`config.mk`:
```
export PLATFORM = sky130hd
export DESIGN_NAME = sacl_ctrl
export DESIGN_NICKNAME = d
export VERILOG_FILES = /design/src/hw/rtl/sacl_pkg.sv /design/src/hw/rtl/sacl_ctrl.sv
export SDC_FILE = /design/constraint.sdc
export NUM_CORES = 1
export LEC_CHECK = 0
export ABC_AREA = 1
export CAP_MARGIN = 5
export CORE_MARGIN = 3
export CORE_UTILIZATION = 30
export DETAILED_ROUTE_END_ITERATION = 12
export DONT_BUFFER_PORTS = 1
export SYNTH_ARGS = -nofsm -noshare
export SYNTH_HDL_FRONTEND = slang
export SYNTH_SLANG_ARGS = --single-unit
export TNS_END_PERCENT = 50
```
`constraint.sdc`:
```
create_clock -name clk_i -period 1.2 [get_ports clk_i]
set_input_delay 0.06 -clock clk_i [delete_from_list [all_inputs] [get_ports clk_i]]
set_output_delay 0.06 -clock clk_i [all_outputs]
set_load 0.005 [all_outputs]
```
`src/hw/rtl/sacl_pkg.sv`:
```
`timescale 1ns / 1ps

package sacl_pkg;

  localparam int MAX_SETS     = 256;
  localparam int WAYS         = 4;
  localparam int ADDR_WIDTH   = 32;
  localparam int OFFSET_BITS  = 2;
  localparam int DATA_W       = 32;
  localparam int TAG_W        = 30;
  localparam int CNT_W        = 32;
  localparam int LFSR_W       = 16;
  localparam int SET_W        = $clog2(MAX_SETS);
  localparam int WAY_W        = $clog2(WAYS);
  // Largest usable index width: floor(log2(MAX_SETS)).
  localparam int MAX_IDX_BITS = $clog2(MAX_SETS + 1) - 1;

  localparam int IDX_BITS_W   = 4;
  localparam int CFG_IDX_W    = 2;
  localparam int CFG_DATA_W   = LFSR_W;

  localparam logic [IDX_BITS_W-1:0] SET_BITS_RESET = IDX_BITS_W'(8);
  localparam logic [LFSR_W-1:0]     LFSR_RESET     = LFSR_W'(1);
  localparam logic [LFSR_W-1:0]     LFSR_TOGGLE    = 16'hB400;

  typedef enum logic [CFG_IDX_W-1:0] {
    CFG_SET_INDEX_BITS = 2'd0,
    CFG_LFSR_SEED      = 2'd1
  } cfg_reg_e;

  // Commands from the controller to the datapath.
  typedef struct packed {
    logic             start;
    logic             resolve;
    logic             clear;
    logic [SET_W-1:0] clear_row;
  } sacl_cmd_t;

endpackage

```
`src/hw/rtl/sacl_ctrl.sv`:
```
`timescale 1ns / 1ps

module sacl_ctrl (
  input  logic              clk_i,
  input  logic              rst_ni,
  input  logic              in_valid_i,
  output logic              in_ready_o,
  output logic              out_valid_o,
  input  logic              out_ready_i,
  output sacl_pkg::sacl_cmd_t cmd_o
);
  import sacl_pkg::*;

  typedef enum logic [1:0] {
    ST_CLEAR,
    ST_IDLE,
    ST_RESOLVE
  } state_e;

  state_e           state_q, state_d;
  logic [SET_W-1:0] clr_q, clr_d;
  logic             out_valid_q, out_valid_d;
  logic             start, resolve;

  assign in_ready_o  = (state_q == ST_IDLE);
  assign start       = in_valid_i && in_ready_o;
  // The result register must be free, or emptied in this cycle, before a lookup resolves.
  assign resolve     = (state_q == ST_RESOLVE) && (!out_valid_q || out_ready_i);
  assign out_valid_o = out_valid_q;

  assign cmd_o.start     = start;
  assign cmd_o.resolve   = resolve;
  assign cmd_o.clear     = (state_q == ST_CLEAR);
  assign cmd_o.clear_row = clr_q;

  always_comb begin
    state_d     = state_q;
    clr_d       = clr_q;
    out_valid_d = out_valid_q;
    if (out_valid_q && out_ready_i) begin
      out_valid_d = 1'b0;
    end
    unique case (state_q)
      ST_CLEAR: begin
        clr_d = clr_q + SET_W'(1);
        if (clr_q == SET_W'(MAX_SETS - 1)) begin
          state_d = ST_IDLE;
        end
      end
      ST_IDLE: begin
        if (start) begin
          state_d = ST_RESOLVE;
        end
      end
      ST_RESOLVE: begin
        if (resolve) begin
          out_valid_d = 1'b1;
          state_d     = ST_IDLE;
        end
      end
      default: state_d = ST_IDLE;
    endcase
  end

  always_ff @(posedge clk_i or negedge rst_ni) begin
    if (!rst_ni) begin
      state_q     <= ST_CLEAR;
      clr_q       <= '0;
      out_valid_q <= 1'b0;
    end else begin
      state_q     <= state_d;
      clr_q       <= clr_d;
      out_valid_q <= out_valid_d;
    end
  end

endmodule

```
==> results list <==
- Setup violations remaining at the end of the flow were counted as 0.
- In this run, placement finished with an instance count of just over 100.
* Post-synth net total: 79
- Once layout is done, the placed cells without fillers occupy about 710 sq um.
* Instance count of the mapped netlist: 74
* FF-to-FF setup slack: slightly below 0.09 ns
- The clock reaches the later pin of the worst-skew pair after between 0.2 and 0.3 ns.
- Maximum VDD drop: just over 0.5 mV
- Vertical extent of the die: around 50 um
- P_leak: roughly 0.35 nW
- Share of the cycle needed by the critical path after routing: between 90% and 100%
* Critical path cell sequence: nor2_4 -> nand4_4 -> o21ai_1 -> nand2_1
- The first global-routing pass estimated 2.01 mm of wire.
- Max-slew violation total from the final report: 0
- After clock tree synthesis, the clock-pin slew on the worst setup and hold paths is about 0.070 ns.
- In this run the count of I/O pins placed on the die edge is 17.
- The cell area that synthesis handed to floorplanning was between 500 and 600 sq um.
* Violation count after the first detailed-routing iteration: 10
- Mean number of vias per cell: between 4 and 5
- The number of buffers and inverters on the critical path is 0.
- The critical path runs through a total of 4 cells.
- Clock tree synthesis found a total of 11 sinks.
* 1st-pass router iterations: 4
* Maximum cell stage delay along the critical path: around 0.42 ns
- Total number of vias: 467
- The initial antenna violation count came to 0.
* RSZ-0062 raised after global routing: yes
* Capturing point of the worst reg2reg path: clr_q[5]
- The number of global-route vias before repair came to 438.
- Cells with a size suffix above 1 make up between 20% and 30% of the layout.
- Global routing used 10.6% of the available tracks.
- Final Hold Fails: 0
- The detail route stage leaves a number of antenna-violating nets equal to 0.
- STA classifies the critical path startpoint as a flop.
* Total congestion overflow: 0
* Data required time at the worst endpoint: approximately 1.4 ns
- Yosys cell types: 15
- Hold path start: out_ready_i
- Along the worst path, the maximum fanout reaches 8.
- The multi-input combinational cells in the finished layout cover a total of roughly 250 sq um.
- Slowest cell on the critical path: sky130_fd_sc_hd__dfrtp_1
- Total cell area at the placement stage: 644 sq um
* Kind of capture point of the worst setup path: flop
- Buffers added to address setup during post-CTS repair amount to 0.
* TritonCTS clock tree: built
* Initial Utilization: around a third
- The number of clock buffers added by TritonCTS is 3.
* Utilization after layout: between 30% and 40%
* Drt wl/cell: 10.3 um
* Worst slew margin relative to its limit: between 60% and 70%
- H-tree depth reported by CTS: 1
- Setup total negative slack on the finished layout was measured at 0 ns.
* Filler Cells Inserted: a little under 200
- Total of max-cap violations: 0
* Max Clk Rate: between 0.8 and 0.9 GHz
- Type of the worst setup path: flop to flop
* Arrival time at the worst endpoint: 1.27 ns
- Actual slew at the worst max-slew pin: 0.506 ns
* Buffers on Ports: 0
- Compared with the post-synthesis result, the final layout area differs by 21.5%.
- For this run, the post-layout net count is 91.
- Dividing total power by cell area gives a power density of between 800 and 900 mW/mm^2.
- Clock Path Buffers: 2
- The worst hold path passes through 3 cells.
- DRC violations left: 0
- After detailed routing, the total wire length is around 1.1 mm.
- For the finished layout, the period the worst path requires is roughly 1.1 ns.
* Outcome: finished clean
* Pin count of the biggest net entering global routing: 12
- The share of the Yosys chip area taken by registers is a little under half.
- # rows: 15
- Critical register-to-register path startpoint: state_q[0]
- Diodes inserted: 0
* FF+latch count, synth: 11
* Gate family responsible for the most delay along the worst path: simple AND/OR/NAND/NOR gates
- Core box area: between 0.0015 and 0.002 sq mm
- The Yosys step of the flow raised 0 warnings.
* Post-Layout Cell Count: 110
* Number of cells traversed by the worst register-to-register path: 4
- The min-delay analysis places its worst path in the category input port to flop.
* Final GP Congestion: ~0.74
- In this run the clock root is driven by a sky130_fd_sc_hd__clkbuf_4.
* Overall die area: around 0.0025 sq mm
- Worst hold slack: ~0.0047 ns
- The worst hold path terminates at state_q[1].
- In this run the horizontal extent of the chip is 50.1 um.
* DP HPWL: ~900 um
- Combined flip-flop and latch cell area: 278 sq um
* Mean cell area of the mapped netlist: 7.88 sq um
* Clock skew after layout: between 0.006 and 0.007 ns
[placed cells by master (no fill, tap or decap)]
master and count:
sky130_fd_sc_hd__o21ai_0 1, sky130_fd_sc_hd__buf_4 6, sky130_fd_sc_hd__clkbuf_1 1, sky130_fd_sc_hd__nand4_4 1, sky130_fd_sc_hd__nor2_1 8, sky130_fd_sc_hd__dfrtp_1 9, sky130_fd_sc_hd__nand2_1 26, sky130_fd_sc_hd__inv_1 12
sky130_fd_sc_hd__nor2_2 3, sky130_fd_sc_hd__o21ai_1 2, sky130_fd_sc_hd__nand2_2 1, sky130_fd_sc_hd__dlygate4sd3_1 3, sky130_fd_sc_hd__nand3_1 1, sky130_fd_sc_hd__dfrtp_2 2, sky130_fd_sc_hd__xor2_1 3, sky130_fd_sc_hd__nor2_4 1
sky130_fd_sc_hd__xnor2_1 1, sky130_fd_sc_hd__clkbuf_4 3, sky130_fd_sc_hd__ha_1 1
[state kept, by name, summed over array words and instances, names as in the netlist]
name	cells
out_valid_o	1
clr_q	8
state_q	2
[worst reg2reg max path, stage by stage (launching register included)]
cell                      delay [ns]
sky130_fd_sc_hd__dfrtp_1        0.42
sky130_fd_sc_hd__nor2_4         0.25
sky130_fd_sc_hd__nand4_4        0.14
sky130_fd_sc_hd__o21ai_1        0.15
sky130_fd_sc_hd__nand2_1        0.06
[logic make-up after synthesis]
family / count (synthesis) / share of synthesized area (%)
buffers and inverters: 14 / 10.3
AO/OA/AOI/OAI: 3 / 2.57
AND/OR/NAND/NOR: 41 / 31.8
XOR/XNOR: 4 / 6.01
flip-flops: 11 / 47.2
adder cells (fa/ha/maj): 1 / 2.15
[cell usage after synthesis]
| master | n | area share, % |
|---|---|---|
| sky130_fd_sc_hd__buf_4 | 2 | 2.6 |
| sky130_fd_sc_hd__dfrtp_1 | 11 | 47 |
| sky130_fd_sc_hd__ha_1 | 1 | 2.1 |
| sky130_fd_sc_hd__inv_1 | 12 | 7.7 |
| sky130_fd_sc_hd__nand2_1 | 26 | 17 |
| sky130_fd_sc_hd__nand2_2 | 1 | 1.1 |
| sky130_fd_sc_hd__nand3_1 | 1 | 0.86 |
| sky130_fd_sc_hd__nand4_4 | 1 | 3.6 |
| sky130_fd_sc_hd__nor2_1 | 10 | 6.4 |
| sky130_fd_sc_hd__nor2_2 | 1 | 1.1 |
| sky130_fd_sc_hd__nor2_4 | 1 | 1.9 |
| sky130_fd_sc_hd__o21ai_0 | 1 | 0.86 |
| sky130_fd_sc_hd__o21ai_1 | 2 | 1.7 |
| sky130_fd_sc_hd__xnor2_1 | 1 | 1.5 |
| sky130_fd_sc_hd__xor2_1 | 3 | 4.5 |
[layout make-up]
type                       count  share of cell area, %
clock buffer                   4                   3.71
sequential                    11                   39.2
timing repair buffer           9                   10.6
tap                           25                   4.42
inverter                      12                   6.36
multi-input combinational     49                   35.7
[where the power goes]
group / internal, W / switching, W / leakage, nW / total (W)
combinational: 0.00000653 / 0.00000779 / 0.195 / 0.0000143
sequential: 0.000371 / 0.000000000000000000109 / 0.136 / 0.000371
clock: 0.000128 / 0.000116 / 0.0150 / 0.000244
total: 0.000505 / 0.000123 / 0.346 / 0.000629
[what timing repair did]
action	CTS	global route
endpoints found under the hold margin	13	0
hold buffers	3	0
endpoints found under the setup margin	0	3
gates resized for setup	0	4
[per-layer routing]
layer	share of wire [%]	track usage, %	wire length (um)
met5	0	0	0
met4	0	1.84	0
met3	9.0	5.74	102
met2	46	16.7	525
met1	45	12.7	510
[worst max-delay path by stage]
stage,from,to,slack (ns)
2_1_floorplan,clr_q[0],clr_q[4],0.05
4_1_cts,state_q[0],cmd_o[10],0.07
3_5_place_dp,state_q[1],clr_q[5],0.08
6_report,state_q[0],clr_q[5],0.09
3_3_place_gp,clr_q[0],clr_q[4],0.12
5_1_grt,clr_q[1],clr_q[7],-0.01
[through the flow]
stage	power [W]	setup WS, ns
floorplan	0.000378	0.0493
global placement	0.000378	0.116
detailed placement	0.000378	0.0797
CTS	0.000641	0.0670
global route	0.000657	-0.0144
finish	0.000629	0.0884
Note: power is estimated with default switching activity, not from simulation.
